$ cat config.mk
export PLATFORM = sky130hd
export DESIGN_NAME = gbc_round_cell
export DESIGN_NICKNAME = d
export VERILOG_FILES = /design/src/design/gbc_pkg.sv /design/src/design/gbc_round_cell.sv
export SDC_FILE = /design/constraint.sdc
export NUM_CORES = 1
export LEC_CHECK = 0
export BUFFER_PORTS_ARGS = -buffer_cell sky130_fd_sc_hd__clkbuf_2
export CAP_MARGIN = 20
export CORE_MARGIN = 8
export CORE_UTILIZATION = 45
export DETAILED_ROUTE_END_ITERATION = 10
export HOLD_SLACK_MARGIN = 0.05
export PLACE_DENSITY_LB_ADDON = 0.1
export SKIP_CTS_REPAIR_TIMING = 1
export SLEW_MARGIN = 20
export SYNTH_ARGS = -nofsm -noshare
export SYNTH_HDL_FRONTEND = slang
export SYNTH_SLANG_ARGS = --single-unit
$ cat constraint.sdc
create_clock -name clk -period 2.2 [get_ports clk]
set_input_delay 0.44 -clock clk [delete_from_list [all_inputs] [get_ports clk]]
set_output_delay 0.44 -clock clk [all_outputs]
set_load 0.02 [all_outputs]
$ cat src/design/gbc_pkg.sv
// Package for the GOST 28147-89 ECB cipher: the word type handed between round cells,
// register indexes, the S-box sets and the round function.
// No dependencies.
`default_nettype none

package gbc_pkg;

	localparam int unsigned CFG_INDEX_W = 8;
	localparam int unsigned CFG_DATA_W  = 64;
	localparam int unsigned NUM_ROUNDS  = 32;
	localparam int unsigned NUM_KEY_REGS = 4;

	// Configuration register indexes.
	localparam logic [CFG_INDEX_W-1:0] REG_KEY_01 = 8'd0;
	localparam logic [CFG_INDEX_W-1:0] REG_KEY_23 = 8'd1;
	localparam logic [CFG_INDEX_W-1:0] REG_KEY_45 = 8'd2;
	localparam logic [CFG_INDEX_W-1:0] REG_KEY_67 = 8'd3;

	// Operation codes of the func field.
	localparam logic FUNC_ENCRYPT = 1'b0;
	localparam logic FUNC_DECRYPT = 1'b1;

	typedef logic [3:0] nib_t;

	// Word passed from one round cell to the next. Half a is the one that
	// enters the round function; half b is the one that takes the XOR.
	typedef struct packed {
		logic        dec;
		logic [31:0] a;
		logic [31:0] b;
	} gbc_word_t;

	localparam nib_t SBOX_SETS [0:2][0:7][0:15] = '{
		'{
			'{4'd4,  4'd10, 4'd9,  4'd2,  4'd13, 4'd8,  4'd0,  4'd14,
			  4'd6,  4'd11, 4'd1,  4'd12, 4'd7,  4'd15, 4'd5,  4'd3},
			'{4'd14, 4'd11, 4'd4,  4'd12, 4'd6,  4'd13, 4'd15, 4'd10,
			  4'd2,  4'd3,  4'd8,  4'd1,  4'd0,  4'd7,  4'd5,  4'd9},
			'{4'd5,  4'd8,  4'd1,  4'd13, 4'd10, 4'd3,  4'd4,  4'd2,
			  4'd14, 4'd15, 4'd12, 4'd7,  4'd6,  4'd0,  4'd9,  4'd11},
			'{4'd7,  4'd13, 4'd10, 4'd1,  4'd0,  4'd8,  4'd9,  4'd15,
			  4'd14, 4'd4,  4'd6,  4'd12, 4'd11, 4'd2,  4'd5,  4'd3},
			'{4'd6,  4'd12, 4'd7,  4'd1,  4'd5,  4'd15, 4'd13, 4'd8,
			  4'd4,  4'd10, 4'd9,  4'd14, 4'd0,  4'd3,  4'd11, 4'd2},
			'{4'd4,  4'd11, 4'd10, 4'd0,  4'd7,  4'd2,  4'd1,  4'd13,
			  4'd3,  4'd6,  4'd8,  4'd5,  4'd9,  4'd12, 4'd15, 4'd14},
			'{4'd13, 4'd11, 4'd4,  4'd1,  4'd3,  4'd15, 4'd5,  4'd9,
			  4'd0,  4'd10, 4'd14, 4'd7,  4'd6,  4'd8,  4'd2,  4'd12},
			'{4'd1,  4'd15, 4'd13, 4'd0,  4'd5,  4'd7,  4'd10, 4'd4,
			  4'd9,  4'd2,  4'd3,  4'd14, 4'd6,  4'd11, 4'd8,  4'd12}
		},
		'{
			'{4'd11, 4'd10, 4'd15, 4'd5,  4'd0,  4'd12, 4'd14, 4'd8,
			  4'd6,  4'd2,  4'd3,  4'd9,  4'd1,  4'd7,  4'd13, 4'd4},
			'{4'd1,  4'd13, 4'd2,  4'd9,  4'd7,  4'd10, 4'd6,  4'd0,
			  4'd8,  4'd12, 4'd4,  4'd5,  4'd15, 4'd3,  4'd11, 4'd14},
			'{4'd3,  4'd10, 4'd13, 4'd12, 4'd1,  4'd2,  4'd0,  4'd11,
			  4'd7,  4'd5,  4'd9,  4'd4,  4'd8,  4'd15, 4'd14, 4'd6},
			'{4'd11, 4'd5,  4'd1,  4'd9,  4'd8,  4'd13, 4'd15, 4'd0,
			  4'd14, 4'd4,  4'd2,  4'd3,  4'd12, 4'd7,  4'd10, 4'd6},
			'{4'd14, 4'd7,  4'd10, 4'd12, 4'd13, 4'd1,  4'd3,  4'd9,
			  4'd0,  4'd2,  4'd11, 4'd4,  4'd15, 4'd8,  4'd5,  4'd6},
			'{4'd14, 4'd4,  4'd6,  4'd2,  4'd11, 4'd3,  4'd13, 4'd8,
			  4'd12, 4'd15, 4'd5,  4'd10, 4'd0,  4'd7,  4'd1,  4'd9},
			'{4'd3,  4'd7,  4'd14, 4'd9,  4'd8,  4'd10, 4'd15, 4'd0,
			  4'd5,  4'd2,  4'd6,  4'd12, 4'd11, 4'd4,  4'd13, 4'd1},
			'{4'd9,  4'd6,  4'd3,  4'd2,  4'd8,  4'd11, 4'd1,  4'd7,
			  4'd10, 4'd4,  4'd14, 4'd15, 4'd12, 4'd0,  4'd13, 4'd5}
		},
		'{
			'{4'd12, 4'd4,  4'd6,  4'd2,  4'd10, 4'd5,  4'd11, 4'd9,
			  4'd14, 4'd8,  4'd13, 4'd7,  4'd0,  4'd3,  4'd15, 4'd1},
			'{4'd6,  4'd8,  4'd2,  4'd3,  4'd9,  4'd10, 4'd5,  4'd12,
			  4'd1,  4'd14, 4'd4,  4'd7,  4'd11, 4'd13, 4'd0,  4'd15},
			'{4'd11, 4'd3,  4'd5,  4'd8,  4'd2,  4'd15, 4'd10, 4'd13,
			  4'd14, 4'd1,  4'd7,  4'd4,  4'd12, 4'd9,  4'd6,  4'd0},
			'{4'd12, 4'd8,  4'd2,  4'd1,  4'd13, 4'd4,  4'd15, 4'd6,
			  4'd7,  4'd0,  4'd10, 4'd5,  4'd3,  4'd14, 4'd9,  4'd11},
			'{4'd7,  4'd15, 4'd5,  4'd10, 4'd8,  4'd1,  4'd6,  4'd13,
			  4'd0,  4'd9,  4'd3,  4'd14, 4'd11, 4'd4,  4'd2,  4'd12},
			'{4'd5,  4'd13, 4'd15, 4'd6,  4'd9,  4'd2,  4'd12, 4'd10,
			  4'd11, 4'd7,  4'd8,  4'd1,  4'd4,  4'd3,  4'd14, 4'd0},
			'{4'd8,  4'd14, 4'd2,  4'd5,  4'd6,  4'd9,  4'd1,  4'd12,
			  4'd15, 4'd4,  4'd11, 4'd0,  4'd13, 4'd10, 4'd3,  4'd7},
			'{4'd1,  4'd7,  4'd14, 4'd13, 4'd0,  4'd5,  4'd8,  4'd3,
			  4'd4,  4'd15, 4'd10, 4'd6,  4'd9,  4'd12, 4'd11, 4'd2}
		}
	};

	// Eight S-box lookups followed by a rotate left by 11. The unused set
	// code falls back to the first set.
	function automatic logic [31:0] gbc_round_f(input logic [1:0] sel, input logic [31:0] x);
		logic [1:0]  set;
		logic [31:0] y;
		set = (sel == 2'd3) ? 2'd0 : sel;
		y   = '0;
		for (int n = 0; n < 8; n++) begin
			y[4*n +: 4] = SBOX_SETS[set][n][x[4*n +: 4]];
		end
		return {y[20:0], y[31:21]};
	endfunction

endpackage

`default_nettype wire

$ cat src/design/gbc_round_cell.sv
// One Feistel round of the cipher with its own register and handshake.
// Depends on gbc_pkg.
`default_nettype none

module gbc_round_cell #(
	parameter logic [1:0] SBOX_SET = 2'd0
) (
	input  wire logic              clk,
	input  wire logic              arst_n,
	input  wire logic              up_valid,
	output      logic              up_ready,
	input  wire gbc_pkg::gbc_word_t up_word,
	input  wire logic [31:0]       key_enc,
	input  wire logic [31:0]       key_dec,
	output      logic              down_valid,
	input  wire logic              down_ready,
	output      gbc_pkg::gbc_word_t down_word
);
	import gbc_pkg::*;

	logic        valid_q;
	gbc_word_t   word_q;
	logic [31:0] key;
	logic [31:0] sum;
	gbc_word_t   next_word;

	// The cell can take a word when it is empty or its own word leaves now.
	assign up_ready = !valid_q || down_ready;

	always_comb begin
		key = (up_word.dec == FUNC_DECRYPT) ? key_dec : key_enc;
		sum = up_word.a + key;
		// The halves swap on the way out, so every cell does the same job.
		next_word.dec = up_word.dec;
		next_word.a   = up_word.b ^ gbc_round_f(SBOX_SET, sum);
		next_word.b   = up_word.a;
	end

	always_ff @(posedge clk or negedge arst_n) begin
		if (!arst_n) begin
			valid_q <= 1'b0;
		end else if (up_ready) begin
			valid_q <= up_valid;
		end
	end

	always_ff @(posedge clk) begin
		if (up_valid && up_ready) begin
			word_q <= next_word;
		end
	end

	assign down_valid = valid_q;
	assign down_word  = word_q;

endmodule

`default_nettype wire

After elaboration in Yosys (flattened, before gate mapping)
Memories as Yosys holds them, arrays and structs flattened.
Cells that the tools add are included.
Word-level totals
  output and inout bits: 67
  logic and storage cells: 50
  memories kept: 8
  flip-flop bits (word level): 66
  memory bits (read-only): 512
Operators by class
  reduce and logical (&&, ||, !) cells: 3
  add/subtract/negate cells: 1
  bitwise logic cells: 9
  magnitude comparators: 8
  mux-type cells: 17
Memories
  (name not given): depth 16, width 4, read ports 1, clocked after Yosys merged registers in 0, write ports 0, line gbc_pkg.sv:98  | y[4*n +: 4] = SBOX_SETS[set][n][x[4*n +: 4]];
  (name not given): depth 16, width 4, read ports 1, clocked after Yosys merged registers in 0, write ports 0, line gbc_pkg.sv:98
  (name not given): depth 16, width 4, read ports 1, clocked after Yosys merged registers in 0, write ports 0, line gbc_pkg.sv:98
  (name not given): depth 16, width 4, read ports 1, clocked after Yosys merged registers in 0, write ports 0, line gbc_pkg.sv:98
  (name not given): depth 16, width 4, read ports 1, clocked after Yosys merged registers in 0, write ports 0, line gbc_pkg.sv:98
  (name not given): depth 16, width 4, read ports 1, clocked after Yosys merged registers in 0, write ports 0, line gbc_pkg.sv:98
  2 more memories
Operator list (number)
  $mux 4: 16
  $ge 5x5->1 const B: 8
  $not 4->5: 8
  $add 32x32->32: 1
  $mux 32: 1
  $xor 32x32->32: 1
  $logic_and 1x1->1: 1
  $logic_not 1->1: 1
  $logic_or 1x1->1: 1

Longest topological paths before layout
Gate-level depths: netlist of the first run.
  depth in word-level cells: 7
  mapped depth: 20
  gate-level depth less buffers: 17

Least setup slack after synthesis of the first run
No wires, ideal clock.
  kind: input port to flip-flop
  start point: input up_word[64] (netlist name)
  end point: register word_q (netlist bit down_word[37]), data pin
  stages on the path: 15
  arrival time: 4286 ps
  setup time: 258 ps
  path slack: -2344 ps
  cell sequence: clkbuf_1 > clkbuf_1 > mux2_2 > ha_1 > a21o_1 > a21o_1 > a221o_1 > or4_4 > nand2_1 > a21o_4 > xnor2_4 > inv_4 > ha_1 > mux4_2 > xnor2_1
RTL lines
  start: declaration: line gbc_round_cell.sv:12  | input wire gbc_pkg::gbc_word_t up_word,
  end signal: assignment: line gbc_round_cell.sv:49  | word_q <= next_word;
  end: declaration: line gbc_round_cell.sv:22  | gbc_word_t word_q;

==> impl_metrics.tcl, run 1 <==
set metrics [dict create \
    synth-edff-count 65 \
    relSlewSlack 0.603 \
    antenna_found_initial 0 \
    regArea_um2 1980 \
    die_y_um 130 \
    synthesis.area_um2 5880 \
    syn_nets 754 \
    rsz0062_at_grt "yes" \
    dpl_cell_area_um2 8540 \
    wl_per_cell_um 16.5 \
    cp_top_family "multiplexers" \
    final_max_slew_viol_count 0 \
    drive_above_1_share 0.614 \
    run_status "finished, violations left" \
    die-area_um2 17000 \
    coreArea_um2 12700 \
    finalNetCount 1128 \
    critPathRequiredTime_ps 2300 \
    drc_errors 0 \
    dp.cells 1063 \
    max_stage_delay_ps 480 \
    grt_max_degree 66 \
    clock_latency_ps 340 \
    n_antenna_cell 0 \
    final_cell_area_um2 9610 \
    final-setup-viol-count 32 \
    p_leak_nw 4.46 \
    layout_common_cells "clkbuf_2 (198), buf_4 (149), edfxtp_1 (65)" \
    path_max_fanout 8 \
    power_density_nw_per_um2 791 \
    ys_top_cells_by_area "edfxtp_1 (33%), ha_1 (16%), mux2_2 (6.1%)" \
    vias 5527 \
    worstRegToRegCells 3 \
    ir_drop_mv 0.461 \
    syn_area_per_cell_um2 10.7 \
    vias_per_cell 5.03 \
    synth_top_area_cell "edfxtp_1" \
    yosysWarnings 0 \
    path_depth 17 \
    reg2reg_setup_slack_ps 850 \
    htreeDepth 3 \
    critPathKind "in2reg" \
    period_needed_ps 3750 \
    arrival_ps 3850 \
    clock_path_buffers 2 \
    drv_cap 0 \
    setup_slack_ps -1550 \
    worst_pin_slew_ps 589 \
    stdcell_count 1098 \
    antenna_left 0 \
    grt_pass1_vias 5683 \
    critPathBufInv 4 \
    grt_pass1_wl_mm 26.3 \
    io_pins 200 \
    hold_class "in2reg" \
    r2r_start "down_valid" \
    cts.sinks 66 \
    endpoint_kind "register" \
    cts_root_buf "clkbuf_16" \
    r2r_end "down_word[10]" \
    gr-total-overflow 0 \
    yosys_most_used_dff "edfxtp_1" \
    totalWireLength_mm 18.1 \
    violations "negative setup slack" \
    initialDrtViolationCount 207 \
    synth_top_area_frac 0.332 \
    post-route-period-util 1.70 \
    cts.clk_slew.worst_paths_ps 60 \
    place.gp.congestion 0.849 \
    ys_ff_latch 66 \
    cts_tree "done" \
    multi_input_area_um2 4530 \
    yosysUniqueCellTypes 63 \
    dp.final_hpwl_mm 13.9 \
    cp-start-kind "primary input" \
    whs_path_depth 1 \
    finalHoldViolCount 0 \
    portBuffers 199 \
    cpMaxStageDelayCell "mux4_2" \
    ys_async_sr_fraction 0.0152 \
    die_w_um 130 \
    synth_cells 547 \
    hold_end "down_word[24]" \
    synth-seq-area-share 0.336 \
    nFillCells 874 \
    fin_skew_ps 5.99 \
    layout_commonest_cell "clkbuf_2" \
    grt_use_total 0.195 \
    fmax_mhz 267 \
    drt_pass1_iterations 5 \
    hp-start "up_word[56]" \
    initial_core_util 0.464 \
    crit_chain "buf_8 > buf_12 > mux2_4 > ha_4 > inv_4 > fa_2 > nor2b_2 > or3_4 > a211oi_4 > o21bai_4 > o211ai_2 > nand2_1 > xnor2_2 > inv_2 > ha_4 > mux4_2 > xnor2_2" \
    p_total_mw 7.60 \
    numCtsBuffers 9 \
    post-place-ws_ps -2070 \
    areaGrowthSynthToFinish_pct 63.5 \
    rows 41 \
]
-- state kept, by name (all words and copies together) (netlist names) --
signal and cells:
down_valid 1, down_word 65
-- cells by family after synthesis --
group / Yosys count / share of synthesized area
AOI/OAI and AO/OA: 114 / 0.132
and+or+nand+nor: 112 / 0.0951
adders and majority gates: 74 / 0.159
DFF: 66 / 0.336
xor gates and xnor gates: 65 / 0.104
muxes: 65 / 0.141
buffers and inverters: 51 / 0.0336
-- where the power goes --
part           switching (mW)  total [mW]  internal, mW
registers              0.0448        1.74          1.69
clock network           0.516        1.33         0.818
logic                    2.22        4.53          2.31
-- area by class of cell --
| class | instances | share of cell area |
|---|---|---|
| Clock buffer | 13 | 0.0271 |
| Clock inverter | 3 | 0.00156 |
| Inverter | 41 | 0.0168 |
| Multi-Input combinational cell | 430 | 0.471 |
| Sequential cell | 66 | 0.206 |
| Tap cell | 172 | 0.0224 |
| Timing Repair Buffer | 373 | 0.255 |
-- worst max-delay path by stage --
stage	end	slack, ps	start
2_1_floorplan	down_word[63]	-1800	up_word[64]
3_3_place_gp	down_word[63]	-1920	up_word[64]
3_5_place_dp	down_word[63]	-2070	up_word[64]
4_1_cts	down_word[63]	-1720	up_word[64]
5_1_grt	down_word[37]	-1680	up_word[64]
6_report	down_word[37]	-1550	up_word[64]
-- synth_stat cells, types with 3 or more instances --
| library cell | number |
|---|---|
| clkbuf_1 | 7 |
| nand2_1 | 35 |
| mux2_2 | 32 |
| o21ai_0 | 18 |
| o21ai_1 | 5 |
| nand3_1 | 8 |
| xnor2_1 | 32 |
| or3_1 | 4 |
| a21o_1 | 15 |
| mux4_2 | 11 |
| and3_1 | 5 |
| a21oi_1 | 43 |
| ha_1 | 73 |
| edfxtp_1 | 65 |
| o22ai_1 | 3 |
| and2_1 | 6 |
| nor3_1 | 16 |
| inv_1 | 40 |
| nor2_1 | 20 |
| mux2i_1 | 22 |
| xor2_1 | 29 |
| nand2b_1 | 4 |
-- stage by stage --
step	hold WS (ps)	setup TNS, ps	utilization
detailed placement	221	-50610	0.674
global route	289	-40170	0.759
global placement	215	-47860	0.674
CTS	-135	-39750	0.696
floorplan	144	-41730	-
finish	296	-36650	0.759
-- metal layers --
metal	up-vias	wire [um]	GRT usage
met5	-	0	0
met4	0	182	0.0615
met3	10	1240	0.0461
met2	136	9120	0.342
met1	2624	7590	0.231
li1	2757	-	-
(Power assumes the default switching activity.)
==> inputs of run 2 (changes only) <==
ABC_AREA = 1   (was not set)
CORE_UTILIZATION = 48   (was 45)
SETUP_SLACK_MARGIN = 0.4   (was not set)
==> run 2 against run 1 <==
  * Utilization rose by 3.6 points
  * Total power down 5.4%
  * Non-clock buffer count decreased by 18
  * Register-to-register slack gained 70 ps
  * Synthesized cell count up 67%
  * Sequential power shrank 4%
  * Clock power up 5%
  * Critical endpoint unchanged
  * Count of clock-buffer cells in the layout is 3 lower
  * Final area up 9.9%
  * Global-route usage up 1.7 points
  * Sequential share of layout area is 1.8 points lower
  * The run still ends with negative setup slack left
==> impl_metrics.tcl, run 2 <==
set metrics [dict create \
    run_status "finished, violations left" \
    violations "negative setup slack" \
    worst_pin_slew_ps 541 \
    dp.final_hpwl_mm 15.7 \
    final_cell_area_um2 10600 \
    die_w_um 133 \
    relSlewSlack 0.637 \
    cts_tree "done" \
    grt_pass1_wl_mm 31.1 \
    critPathKind "in2reg" \
    vias_per_cell 5.02 \
    die_y_um 133 \
    gr-total-overflow 0 \
    largest_reg_flops 65 \
    arrival_ps 3030 \
    yosysUniqueCellTypes 37 \
    finalNetCount 1485 \
    antenna_left 0 \
    power_density_nw_per_um2 681 \
    post-route-period-util 1.33 \
    stdcell_count 1458 \
    cts_root_buf "clkbuf_16" \
    synth-seq-area-share 0.301 \
    portBuffers 199 \
    path_max_fanout 7 \
    ys_async_sr_fraction 0.0152 \
    syn_area_per_cell_um2 7.18 \
    n_antenna_cell 0 \
    yosys_most_used_dff "edfxtp_1" \
    final_max_slew_viol_count 0 \
    clock_path_buffers 2 \
    rows 42 \
    coreArea_um2 13300 \
    yosys-top-cells-count "nand2_1 (348), inv_1 (135), ha_1 (73)" \
    yosysMostFrequentCell "nand2_1" \
    cts.sinks 66 \
    drt_pass1_iterations 8 \
    synthesis.area_um2 6580 \
    die-area_um2 17700 \
    areaGrowthSynthToFinish_pct 60.6 \
    hold_class "in2reg" \
    grt_use_total 0.212 \
    ir_drop_mv 0.429 \
    setup_slack_ps -725 \
    fin_skew_ps 6.03 \
    syn_nets 1123 \
    yosysWarnings 0 \
    dp.cells 1420 \
    layout_commonest_cell "nand2_1" \
    io_pins 200 \
    post-place-ws_ps -1260 \
    synth_top_area_cell "edfxtp_1" \
    whs_path_depth 1 \
    endpoint_kind "register" \
    drive_above_1_share 0.481 \
    grt_pass1_vias 6715 \
    ys_top_cells_by_area "edfxtp_1 (30%), nand2_1 (20%), ha_1 (14%)" \
    dpl_cell_area_um2 9280 \
    htreeDepth 3 \
    initialDrtViolationCount 472 \
    drv_cap 0 \
    layout_common_cells "nand2_1 (285), clkbuf_2 (198), buf_4 (144)" \
    cp-start-kind "primary input" \
    synth_top_area_frac 0.297 \
    numCtsBuffers 9 \
    drc_errors 0 \
    wl_per_cell_um 14.6 \
    finalHoldViolCount 0 \
    cts.clk_slew.worst_paths_ps 60 \
    final-setup-viol-count 32 \
    critPathRequiredTime_ps 2300 \
    grt_max_degree 66 \
    synth-edff-count 65 \
    clock_latency_ps 340 \
    synth_cells 916 \
    ys_ff_latch 66 \
    fin_util 0.795 \
    rsz0062_at_grt "yes" \
    period_needed_ps 2920 \
    place.gp.congestion 0.915 \
    tns_ps -17320 \
    vias 7312 \
    fmax_mhz 342 \
    totalWireLength_mm 21.3 \
    initial_core_util 0.495 \
    worstRegToRegCells 2 \
    antenna_found_initial 0 \
    p_leak_nw 5.43 \
]
## run 2: cell type report
class,instances,area [um2]
repair buffers,355,2300
flip-flops and latches,66,1980
well taps,176,220
multi-input cells,709,5260
inverters,137,524
clock inverters,5,46.3
fillers,875,2730
clock buffers,10,229
## run 2: cells by family after synthesis
kind of cell	after synthesis	synth area share
and+or+nand+nor	501	0.316
buffers and inverters	142	0.0812
adders and majority gates	74	0.142
AOI/OAI and AO/OA	68	0.0609
DFF	66	0.301
xor gates and xnor gates	33	0.0451
muxes	32	0.0546
## run 2: critical path: stages
cell and delay [ps]:
buf_12 120, clkbuf_16 160, mux2_2 360, ha_4 250
nand2_4 110, inv_1 70, a21oi_2 210, nor2_1 90
nor2_2 190, nand3_2 140, nand2_2 80, nand2_2 60
ha_1 280, or2_1 220, nand2_1 80, nand2_1 50
nand2_1 60, nand2_1 40
## run 2: per-stage QoR
step                      power (mW)  hold slack [ps]
after CTS                       6.64             -140
final                           7.19              293
after global placement          5.14              216
after floorplan                 3.97              144
after detailed placement        5.23              223
after global routing            7.67              292
## run 2: metal layers
metal / routed length (um) / global-route usage / up-vias
li1: - / - / 3668
met1: 8840 / 0.250 / 3359
met2: 10500 / 0.371 / 257
met3: 1600 / 0.0492 / 28
met4: 313 / 0.0681 / 0
met5: 0 / 0 / -
## run 2: power breakdown
group | switching (mW) | total [mW] | internal [mW]
clock network | 0.529 | 1.39 | 0.856
logic | 2.28 | 4.14 | 1.86
registers | 0.0385 | 1.67 | 1.63
## run 2: worst paths after layout
check / start / endpoint / slack (ps)
max in group asynchronous: arst_n / down_valid / 1690
max: up_word[64] / down_word[37] / -720
min reg2reg: down_valid / down_valid / 560
max reg2reg: down_valid / down_word[15] / 920
min: up_word[61] / down_word[29] / 290
min in group asynchronous: arst_n / down_valid / 400
